==> config.mk <==
export PLATFORM = sky130hd
export DESIGN_NAME = newreno_congestion_window_flat
export DESIGN_NICKNAME = d
export VERILOG_FILES = /design/src/hdl/nrcw_pkg.sv /design/src/hdl/nrcw_in_if.sv /design/src/hdl/nrcw_out_if.sv /design/src/hdl/nrcw_cfg_if.sv /design/src/hdl/newreno_congestion_window.sv /design/src/hdl/nrcw_div.sv /design/src/flat_wrapper.sv
export SDC_FILE = /design/constraint.sdc
export NUM_CORES = 2
export LEC_CHECK = 0
export BUFFER_PORTS_ARGS = -buffer_cell sky130_fd_sc_hd__buf_2
export CAP_MARGIN = 30
export CORE_ASPECT_RATIO = 1.1
export CORE_MARGIN = 2
export CORE_UTILIZATION = 27
export CTS_CLUSTER_SIZE = 28
export DETAILED_ROUTE_END_ITERATION = 12
export SYNTH_ARGS = -nofsm -noshare
export SYNTH_HDL_FRONTEND = slang
export SYNTH_SLANG_ARGS = --single-unit
==> constraint.sdc <==
create_clock -name clk -period 10.2 [get_ports clk]
set_clock_uncertainty 0.05 [all_clocks]
set_input_delay 0.51 -clock clk [delete_from_list [all_inputs] [get_ports clk]]
set_output_delay 0.51 -clock clk [all_outputs]
set_load 0.05 [all_outputs]
==> src/hdl/nrcw_pkg.sv <==
// ----------------------------------------------------------------------------
// nrcw_pkg
// Shared types, codes and reset values for the NewReno congestion window.
// ----------------------------------------------------------------------------
package nrcw_pkg;

  localparam int OP_W      = 2;
  localparam int ACKED_W   = 24;
  localparam int TICK_W    = 32;
  localparam int WIN_W     = 32;
  localparam int MTU_W     = 16;
  localparam int PHASE_W   = 2;
  localparam int CFG_IDX_W = 2;
  localparam int CFG_DAT_W = 32;

  localparam int DIVIDEND_W = ACKED_W + MTU_W + 1;
  localparam int DIV_CNT_W  = $clog2(DIVIDEND_W + 1);

  localparam logic [OP_W-1:0] OP_ACK     = 2'd0;
  localparam logic [OP_W-1:0] OP_LOSS    = 2'd1;
  localparam logic [OP_W-1:0] OP_ECN     = 2'd2;
  localparam logic [OP_W-1:0] OP_RESTART = 2'd3;

  localparam logic [PHASE_W-1:0] PH_SLOW  = 2'd0;
  localparam logic [PHASE_W-1:0] PH_AVOID = 2'd1;
  localparam logic [PHASE_W-1:0] PH_RECOV = 2'd2;

  localparam logic [CFG_IDX_W-1:0] CFG_MTU       = 2'd0;
  localparam logic [CFG_IDX_W-1:0] CFG_MIN_WIN   = 2'd1;
  localparam logic [CFG_IDX_W-1:0] CFG_INIT_WIN  = 2'd2;
  localparam logic [CFG_IDX_W-1:0] CFG_INIT_THR  = 2'd3;

  localparam logic [MTU_W-1:0] RST_MTU       = 16'd1252;
  localparam logic [WIN_W-1:0] RST_MIN_WIN   = 32'd2504;
  localparam logic [WIN_W-1:0] RST_INIT_WIN  = 32'd12520;
  localparam logic [WIN_W-1:0] RST_INIT_THR  = 32'hFFFF_FFFF;
  localparam logic [WIN_W-1:0] WIN_MAX       = 32'hFFFF_FFFF;

  typedef logic [OP_W-1:0]    op_t;
  typedef logic [PHASE_W-1:0] phase_t;

  typedef struct packed {
    logic                  done;
    logic [DIVIDEND_W-1:0] quotient;
    logic [WIN_W-1:0]      remainder;
  } nrcw_div_res_t;

endpackage

==> src/hdl/nrcw_in_if.sv <==
// ----------------------------------------------------------------------------
// nrcw_in_if
// Event channel: one congestion event per transaction.
// ----------------------------------------------------------------------------
interface nrcw_in_if import nrcw_pkg::*; ();
  logic                valid;
  logic                ready;
  op_t                 operation;
  logic [ACKED_W-1:0]  acked_bytes;
  logic [TICK_W-1:0]   sent_time;
  logic [TICK_W-1:0]   now_time;

  modport source (output valid, operation, acked_bytes, sent_time, now_time, input ready);
  modport sink   (input valid, operation, acked_bytes, sent_time, now_time, output ready);
endinterface

==> src/hdl/nrcw_out_if.sv <==
// ----------------------------------------------------------------------------
// nrcw_out_if
// Result channel: window, threshold and phase after each event.
// ----------------------------------------------------------------------------
interface nrcw_out_if import nrcw_pkg::*; ();
  logic             valid;
  logic             ready;
  logic [WIN_W-1:0] window;
  logic [WIN_W-1:0] threshold;
  phase_t           phase;

  modport source (output valid, window, threshold, phase, input ready);
  modport sink   (input valid, window, threshold, phase, output ready);
endinterface

==> src/hdl/nrcw_cfg_if.sv <==
// ----------------------------------------------------------------------------
// nrcw_cfg_if
// Configuration write channel: register index and write data.
// ----------------------------------------------------------------------------
interface nrcw_cfg_if import nrcw_pkg::*; ();
  logic                 valid;
  logic                 ready;
  logic [CFG_IDX_W-1:0] index;
  logic [CFG_DAT_W-1:0] data;

  modport source (output valid, index, data, input ready);
  modport sink   (input valid, index, data, output ready);
endinterface

==> src/hdl/newreno_congestion_window.sv <==
// ----------------------------------------------------------------------------
// newreno_congestion_window
// NewReno congestion window controller: one result transaction per event.
// ----------------------------------------------------------------------------
// An event's result is loaded into the output register in the done state,
// once that register is free or being read. An ack in congestion avoidance
// with a nonzero window first grows the window: the acked_bytes * mtu_bytes
// product is registered at acceptance, the divider start state adds the
// stored remainder and starts the divider, the bit-serial divider yields the
// growth quotient and the new remainder, and the grown window is written
// back when it is done. Only one event is in flight; the event port is ready
// again once its result sits in the output register. Configuration writes
// are always taken; writes to initial_window and initial_threshold have no
// effect, and reset loads their fixed reset values.
module newreno_congestion_window import nrcw_pkg::*; (
  input  logic       clk,
  input  logic       rst_n,
  nrcw_in_if.sink    in_ch,
  nrcw_out_if.source out_ch,
  nrcw_cfg_if.sink   cfg_ch
);

  localparam logic [1:0] S_IDLE  = 2'd0;
  localparam logic [1:0] S_DIVST = 2'd1;
  localparam logic [1:0] S_DIV   = 2'd2;
  localparam logic [1:0] S_DONE  = 2'd3;

  logic [1:0]             state_r, state_nxt;
  logic [MTU_W-1:0]       mtu_r;
  logic [WIN_W-1:0]       min_win_r;
  phase_t                 phase_r, phase_nxt;
  logic [WIN_W-1:0]       win_r, win_nxt;
  logic [WIN_W-1:0]       thr_r, thr_nxt;
  logic [TICK_W-1:0]      rec_start_r, rec_start_nxt;
  logic [WIN_W-1:0]       grow_rem_r, grow_rem_nxt;
  logic [ACKED_W+MTU_W-1:0] prod_r, prod_nxt;
  logic                   out_valid_r, out_valid_nxt;
  logic [WIN_W-1:0]       out_win_r;
  logic [WIN_W-1:0]       out_thr_r;
  phase_t                 out_phase_r;

  logic                   in_fire;
  logic                   div_start;
  logic [DIVIDEND_W-1:0]  div_dividend;
  nrcw_div_res_t          div_res;
  logic [WIN_W:0]         ss_sum;
  logic [WIN_W-1:0]       ss_win;
  logic [WIN_W-1:0]       half_win;
  logic [TICK_W-1:0]      tick_diff;
  logic                   sent_after;
  logic [DIVIDEND_W:0]    av_sum;
  logic                   load_out;

  assign in_ch.ready  = (state_r == S_IDLE);
  assign in_fire      = in_ch.valid && in_ch.ready;
  assign cfg_ch.ready = 1'b1;

  assign ss_sum     = {1'b0, win_r} + {{(WIN_W+1-ACKED_W){1'b0}}, in_ch.acked_bytes};
  assign ss_win     = ss_sum[WIN_W] ? WIN_MAX : ss_sum[WIN_W-1:0];
  assign half_win   = win_r >> 1;
  assign tick_diff  = in_ch.sent_time - rec_start_r;
  assign sent_after = (tick_diff != '0) && !tick_diff[TICK_W-1];

  assign div_start    = (state_r == S_DIVST);
  assign div_dividend = {1'b0, prod_r} + {{(DIVIDEND_W-WIN_W){1'b0}}, grow_rem_r};
  assign av_sum       = {{(DIVIDEND_W+1-WIN_W){1'b0}}, win_r}
                      + {1'b0, div_res.quotient};
  assign load_out     = (state_r == S_DONE) && (!out_valid_r || out_ch.ready);

  nrcw_div u_div (
    .clk      (clk),
    .rst_n    (rst_n),
    .start    (div_start),
    .dividend (div_dividend),
    .divisor  (win_r),
    .res      (div_res)
  );

  always_comb begin
    state_nxt     = state_r;
    phase_nxt     = phase_r;
    win_nxt       = win_r;
    thr_nxt       = thr_r;
    rec_start_nxt = rec_start_r;
    grow_rem_nxt  = grow_rem_r;
    prod_nxt      = prod_r;
    case (state_r)
      S_IDLE: begin
        if (in_fire) begin
          state_nxt = S_DONE;
          prod_nxt  = in_ch.acked_bytes * mtu_r;
          if (in_ch.operation == OP_RESTART) begin
            win_nxt       = min_win_r;
            phase_nxt     = PH_SLOW;
            rec_start_nxt = '0;
          end else if (in_ch.operation == OP_ECN) begin
            state_nxt = S_DONE;
          end else if (phase_r == PH_AVOID) begin
            if (in_ch.operation == OP_ACK) begin
              if (win_r != '0) begin
                state_nxt = S_DIVST;
              end
            end else begin
              rec_start_nxt = in_ch.now_time;
              thr_nxt       = (half_win > min_win_r) ? half_win : min_win_r;
              phase_nxt     = PH_RECOV;
            end
          end else if (phase_r == PH_RECOV) begin
            if (in_ch.operation == OP_ACK && sent_after) begin
              phase_nxt     = PH_AVOID;
              rec_start_nxt = '0;
              win_nxt       = thr_r;
            end
          end else begin
            if (in_ch.operation == OP_ACK) begin
              win_nxt = ss_win;
              if (ss_win > thr_r) begin
                phase_nxt = PH_AVOID;
              end
            end else begin
              rec_start_nxt = in_ch.now_time;
              thr_nxt       = (half_win > min_win_r) ? half_win : min_win_r;
              phase_nxt     = PH_RECOV;
            end
          end
        end
      end
      S_DIVST: begin
        state_nxt = S_DIV;
      end
      S_DIV: begin
        if (div_res.done) begin
          grow_rem_nxt = div_res.remainder;
          win_nxt      = (av_sum[DIVIDEND_W:WIN_W] != '0) ? WIN_MAX : av_sum[WIN_W-1:0];
          state_nxt    = S_DONE;
        end
      end
      S_DONE: begin
        if (load_out) begin
          state_nxt = S_IDLE;
        end
      end
      default: begin
        state_nxt = S_IDLE;
      end
    endcase
  end

  always_comb begin
    out_valid_nxt = out_valid_r;
    if (load_out) begin
      out_valid_nxt = 1'b1;
    end else if (out_ch.ready) begin
      out_valid_nxt = 1'b0;
    end
  end

  always_ff @(posedge clk) begin
    if (!rst_n) begin
      state_r     <= S_IDLE;
      mtu_r       <= RST_MTU;
      min_win_r   <= RST_MIN_WIN;
      phase_r     <= PH_SLOW;
      win_r       <= RST_INIT_WIN;
      thr_r       <= RST_INIT_THR;
      rec_start_r <= '0;
      grow_rem_r  <= '0;
      out_valid_r <= 1'b0;
    end else begin
      state_r     <= state_nxt;
      phase_r     <= phase_nxt;
      win_r       <= win_nxt;
      thr_r       <= thr_nxt;
      rec_start_r <= rec_start_nxt;
      grow_rem_r  <= grow_rem_nxt;
      out_valid_r <= out_valid_nxt;
      if (cfg_ch.valid && cfg_ch.ready) begin
        case (cfg_ch.index)
          CFG_MTU:      mtu_r     <= cfg_ch.data[MTU_W-1:0];
          CFG_MIN_WIN:  min_win_r <= cfg_ch.data[WIN_W-1:0];
          CFG_INIT_WIN, CFG_INIT_THR: begin
          end
          default: begin
          end
        endcase
      end
    end
    prod_r <= prod_nxt;
    if (load_out) begin
      out_win_r   <= win_r;
      out_thr_r   <= thr_r;
      out_phase_r <= phase_r;
    end
  end

  assign out_ch.valid     = out_valid_r;
  assign out_ch.window    = out_win_r;
  assign out_ch.threshold = out_thr_r;
  assign out_ch.phase     = out_phase_r;

endmodule

==> src/hdl/nrcw_div.sv <==
// ----------------------------------------------------------------------------
// nrcw_div
// Restoring divider, one quotient bit per cycle, for avoidance growth.
// ----------------------------------------------------------------------------
module nrcw_div import nrcw_pkg::*; (
  input  logic                  clk,
  input  logic                  rst_n,
  input  logic                  start,
  input  logic [DIVIDEND_W-1:0] dividend,
  input  logic [WIN_W-1:0]      divisor,
  output nrcw_div_res_t         res
);

  logic                  busy_r, busy_nxt;
  logic                  done_r, done_nxt;
  logic [DIV_CNT_W-1:0]  cnt_r, cnt_nxt;
  logic [DIVIDEND_W-1:0] quo_r, quo_nxt;
  logic [WIN_W-1:0]      rem_r, rem_nxt;
  logic [WIN_W-1:0]      dsr_r, dsr_nxt;
  logic [WIN_W:0]        trial;
  logic [WIN_W:0]        diff;

  assign trial = {rem_r, quo_r[DIVIDEND_W-1]};
  assign diff  = trial - {1'b0, dsr_r};

  always_comb begin
    busy_nxt = busy_r;
    done_nxt = 1'b0;
    cnt_nxt  = cnt_r;
    quo_nxt  = quo_r;
    rem_nxt  = rem_r;
    dsr_nxt  = dsr_r;
    if (start) begin
      busy_nxt = 1'b1;
      cnt_nxt  = DIV_CNT_W'(DIVIDEND_W);
      quo_nxt  = dividend;
      rem_nxt  = '0;
      dsr_nxt  = divisor;
    end else if (busy_r) begin
      if (!diff[WIN_W]) begin
        rem_nxt = diff[WIN_W-1:0];
        quo_nxt = {quo_r[DIVIDEND_W-2:0], 1'b1};
      end else begin
        rem_nxt = trial[WIN_W-1:0];
        quo_nxt = {quo_r[DIVIDEND_W-2:0], 1'b0};
      end
      cnt_nxt = cnt_r - 1'b1;
      if (cnt_r == DIV_CNT_W'(1)) begin
        busy_nxt = 1'b0;
        done_nxt = 1'b1;
      end
    end
  end

  always_ff @(posedge clk) begin
    if (!rst_n) begin
      busy_r <= 1'b0;
      done_r <= 1'b0;
      cnt_r  <= '0;
    end else begin
      busy_r <= busy_nxt;
      done_r <= done_nxt;
      cnt_r  <= cnt_nxt;
    end
    quo_r <= quo_nxt;
    rem_r <= rem_nxt;
    dsr_r <= dsr_nxt;
  end

  assign res.done      = done_r;
  assign res.quotient  = quo_r;
  assign res.remainder = rem_r;

endmodule

==> src/flat_wrapper.sv <==
// flat-port wrapper written by rule: the top's interface ports become plain ports
module newreno_congestion_window_flat import nrcw_pkg::*;
  (clk, rst_n, in_ch_valid, in_ch_operation, in_ch_acked_bytes, in_ch_sent_time, in_ch_now_time, in_ch_ready, out_ch_valid, out_ch_window, out_ch_threshold, out_ch_phase, out_ch_ready, cfg_ch_valid, cfg_ch_index, cfg_ch_data, cfg_ch_ready);
  nrcw_in_if in_ch_i ();
  nrcw_out_if out_ch_i ();
  nrcw_cfg_if cfg_ch_i ();
  input  logic clk;
  input  logic rst_n;
  input wire logic [$bits(in_ch_i.valid)-1:0] in_ch_valid;
  input wire logic [$bits(in_ch_i.operation)-1:0] in_ch_operation;
  input wire logic [$bits(in_ch_i.acked_bytes)-1:0] in_ch_acked_bytes;
  input wire logic [$bits(in_ch_i.sent_time)-1:0] in_ch_sent_time;
  input wire logic [$bits(in_ch_i.now_time)-1:0] in_ch_now_time;
  output wire logic [$bits(in_ch_i.ready)-1:0] in_ch_ready;
  output wire logic [$bits(out_ch_i.valid)-1:0] out_ch_valid;
  output wire logic [$bits(out_ch_i.window)-1:0] out_ch_window;
  output wire logic [$bits(out_ch_i.threshold)-1:0] out_ch_threshold;
  output wire logic [$bits(out_ch_i.phase)-1:0] out_ch_phase;
  input wire logic [$bits(out_ch_i.ready)-1:0] out_ch_ready;
  input wire logic [$bits(cfg_ch_i.valid)-1:0] cfg_ch_valid;
  input wire logic [$bits(cfg_ch_i.index)-1:0] cfg_ch_index;
  input wire logic [$bits(cfg_ch_i.data)-1:0] cfg_ch_data;
  output wire logic [$bits(cfg_ch_i.ready)-1:0] cfg_ch_ready;
  assign in_ch_i.valid = in_ch_valid;
  assign in_ch_i.operation = in_ch_operation;
  assign in_ch_i.acked_bytes = in_ch_acked_bytes;
  assign in_ch_i.sent_time = in_ch_sent_time;
  assign in_ch_i.now_time = in_ch_now_time;
  assign in_ch_ready = in_ch_i.ready;
  assign out_ch_valid = out_ch_i.valid;
  assign out_ch_window = out_ch_i.window;
  assign out_ch_threshold = out_ch_i.threshold;
  assign out_ch_phase = out_ch_i.phase;
  assign out_ch_i.ready = out_ch_ready;
  assign cfg_ch_i.valid = cfg_ch_valid;
  assign cfg_ch_i.index = cfg_ch_index;
  assign cfg_ch_i.data = cfg_ch_data;
  assign cfg_ch_ready = cfg_ch_i.ready;
  newreno_congestion_window u_core (.clk(clk), .rst_n(rst_n), .in_ch(in_ch_i), .out_ch(out_ch_i), .cfg_ch(cfg_ch_i));
endmodule
==> results.sh <==
export IMPL_outcome="completed"
export IMPL_place_worst_setup_slack_ns=2.89
export IMPL_synth_area_per_cell_sq_um=8.76
export IMPL_rows=143
export IMPL_via_count=31600
export IMPL_clock_sinks=400
export IMPL_fin_tns_setup_ns=0
export IMPL_finalWorstSetupSlack_ns=2.99
export IMPL_switching_share_pct=46.8
export IMPL_htreeDepth=2
export IMPL_synth_top_area_share_pct=16.6
export IMPL_synthFlopType="dfxtp_1"
export IMPL_rsz0062_at_grt="false"
export IMPL_syn_to_final_growth_pct=12.7
export IMPL_hold_class="in2reg"
export IMPL_synthCells=4288
export IMPL_yosys_top_cells_count="inv_1 (548), nand2_1 (533), ha_1 (336), a21oi_1 (328), fa_1 (311)"
export IMPL_clock_latency_ns=0.62
export IMPL_worst_path_max_fanout=15
export IMPL_post_route_drc_count=0
export IMPL_die_area_sq_um=142000
export IMPL_io_pins=198
export IMPL_synth_cell_types=83
export IMPL_grt_pass1_vias=31000
export IMPL_yosys_warnings=0
export IMPL_start_util_pct=27.2
export IMPL_drt_wl_total_mm=121
export IMPL_port_buffers=196
export IMPL_slew_violations=0
export IMPL_internal_power_uw=6180
export IMPL_die_h_um=395
export IMPL_powerDensity_nw_per_um2=274
export IMPL_grt_max_degree=74
export IMPL_tightestPinTransition_ns=0.972
export IMPL_via_per_inst=5.05
export IMPL_cts_made_buffers=46
export IMPL_cts_tree="built"
export IMPL_clock_root_buffer="clkbuf_16"
export IMPL_dp_hpwl_mm=92.0
export IMPL_grt_pass1_wl_mm=183
export IMPL_grt_usage_pct=16.5
export IMPL_synthesis_nets=5064
export IMPL_cts_repair_resized=0
export IMPL_arrival_ns=7.50
export IMPL_setup_violations=0
export IMPL_ir_drop_mv=0.178
export IMPL_cts_buffer_depth=3
export IMPL_ant_nets=0
export IMPL_drt_iter0_drc=2166
export IMPL_combPwrFrac_pct=61.3
export IMPL_hold_buffers=0
export IMPL_crit_path_end_kind="register"
export IMPL_synth_area_leaders="fa_1 (17%), edfxtp_1 (14%), dfxtp_1 (12%)"
export IMPL_startpoint_type="register"
export IMPL_place_congestion=0.918
export IMPL_grt_overflow_total=0
export IMPL_maxCapViolations=0
export IMPL_nNetsFinal=5187
export IMPL_synth_most_common_cell="inv_1"
export IMPL_cts_setup_buffers=0
export IMPL_synth_largest_area_cell="fa_1"
export IMPL_maxSlewHeadroom_pct=35.1
export IMPL_synth_edf_count=179
export IMPL_core_sq_um=138000
export IMPL_p_leak_uw=0.0189
export IMPL_clkTransAtPathRegs_ns=0.07
export IMPL_p_switching_uw=5440
export IMPL_seqPwrFrac_pct=23.8
export IMPL_synth_area_sq_um=37600
export IMPL_crit_type="reg2reg"
export IMPL_timing_hold_violations_final=0
export IMPL_yosysSeqAreaShare_pct=26.1
export IMPL_wl_per_cell_um=19.3
export IMPL_fmax_ghz=0.139
export IMPL_final_layout_size_suffix_gt1_share_pct=8.88
export IMPL_dieWidth_um=360
export IMPL_async_flop_share_pct=0
export IMPL_synth_seq_cells=400
export IMPL_pwr_share_clk_pct=14.9
export IMPL_drt_first_pass_iters=6
export IMPL_antenna_found_initial=3
export IMPL_post_route_period_util_pct=70.7
export IMPL_min_period_ns=7.21
export IMPL_required_ns=10.49
[sequential cells by signal, indices dropped and copies added (netlist names)]
signal	count
u_core.prod_r	40
u_core.u_div.done_r	1
u_core.phase_r	2
u_core.state_r	2
u_core.thr_r	32
u_core.grow_rem_r	32
u_core.u_div.quo_r	41
u_core.win_r	32
u_core.u_div.rem_r	32
u_core.rec_start_r	32
u_core.u_div.dsr_r	32
u_core.out_ch.valid	1
u_core.mtu_r	16
u_core.out_ch.threshold	32
u_core.min_win_r	32
u_core.out_ch.phase	2
u_core.u_div.busy_r	1
u_core.u_div.cnt_r	6
u_core.out_ch.window	32
[stage by stage]
| step | util (%) | cells | power [uW] | hold slack (ns) | instance area, sq um |
|---|---|---|---|---|---|
| final | 30.6 | 6265 | 11600 | 0.0797 | 42300 |
| after global routing | 30.6 | 6262 | 12500 | 0.0719 | 42300 |
| after CTS | 30.6 | 6260 | 11600 | 0.0479 | 42300 |
| after detailed placement | 29.5 | 6174 | 9790 | 0.405 | 40800 |
| after global placement | 29.3 | 6162 | 9690 | 0.401 | 40500 |
| after floorplan | - | 4288 | 7790 | 0.380 | 37600 |
[power by group through the flow]
| stage | Clock [uW] | Combinational (uW) | Sequential, uW |
|---|---|---|---|
| CTS | 1780 | 7050 | 2760 |
| finish | 1730 | 7120 | 2760 |
| global placement | 0 | 6900 | 2790 |
| detailed placement | 0 | 7000 | 2790 |
| floorplan | 0 | 5110 | 2680 |
| global route | 1830 | 7920 | 2790 |
[cell usage in the layout, fill, tap and decap left out, types with 36 or more instances in the layout]
| cell | instances |
|---|---|
| and2_1 | 171 |
| a21oi_1 | 327 |
| nor3_1 | 63 |
| buf_4 | 41 |
| nor2b_1 | 36 |
| a21o_1 | 104 |
| clkbuf_16 | 48 |
| o21ai_0 | 139 |
| dfxtp_1 | 220 |
| o211ai_1 | 44 |
| buf_2 | 196 |
| nor2_1 | 264 |
| ha_1 | 334 |
| inv_1 | 547 |
| edfxtp_1 | 179 |
| fa_1 | 311 |
| o21a_1 | 47 |
| nand3_1 | 63 |
| nand2_1 | 532 |
| mux2i_1 | 51 |
| xor2_1 | 54 |
| xnor2_1 | 101 |
| nand4_1 | 38 |
| a211oi_1 | 54 |
[cells by family (layout without fill, tap and decap cells)]
| family | Yosys count | after routing | synth area share, % |
|---|---|---|---|
| flops | 400 | 400 | 26.1 |
| mux | 77 | 77 | 2.14 |
| simple gates | 1327 | 1327 | 16.6 |
| compound gates | 958 | 958 | 16.5 |
| other cells | 1 | 5 | 0.00999 |
| buf+inv | 723 | 884 | 7.30 |
| xor+xnor | 155 | 155 | 3.62 |
| fa+ha+maj | 647 | 647 | 27.8 |
[final cells by class]
class,count,area [sq um]
inverters,548,2060
clock inverters,31,297
repair buffers,250,1570
multi-input cells,3165,25100
flip-flops and latches,400,9800
clock buffers,55,1250
fillers,14600,95800
diodes,4,10.0
well taps,1812,2270
[final timing paths]
path	startpoint	to	slack [ns]	cells past startpoint
worst max-delay path	u_core.mtu_r[4]	u_core.prod_r[39]	2.99	25
worst min-delay path	cfg_ch_data[19]	u_core.min_win_r[19]	0.08	3
worst max register to register	u_core.mtu_r[4]	u_core.prod_r[39]	2.99	25
worst min register to register	u_core.thr_r[6]	u_core.out_ch.threshold[6]	0.42	0
[layer usage]
metal | GRT usage, % | vias to the layer above | share of wire (%)
met1 | 22.0 | 15500 | 44
met5 | 0.304 | - | 0.062
met4 | 6.60 | 4 | 4.1
met2 | 26.1 | 1077 | 45
li1 | - | 14800 | -
met3 | 3.26 | 237 | 7.3
[critical path, stage by stage, from the launching register on]
cell	delay, ns
dfxtp_1	0.74
buf_8	0.23
nand2_1	0.08
fa_1	0.55
inv_1	0.05
fa_1	0.48
inv_1	0.05
fa_1	0.49
inv_1	0.05
fa_1	0.44
fa_1	0.51
inv_1	0.05
fa_1	0.47
inv_1	0.04
ha_1	0.34
a21o_1	0.18
a21o_1	0.17
a311oi_1	0.26
o21bai_1	0.11
a21oi_1	0.14
o221ai_1	0.22
a31oi_1	0.49
o211ai_1	0.19
a31o_2	0.26
a21oi_1	0.17
xnor2_1	0.08
Power figures use the tool's default switching activity.
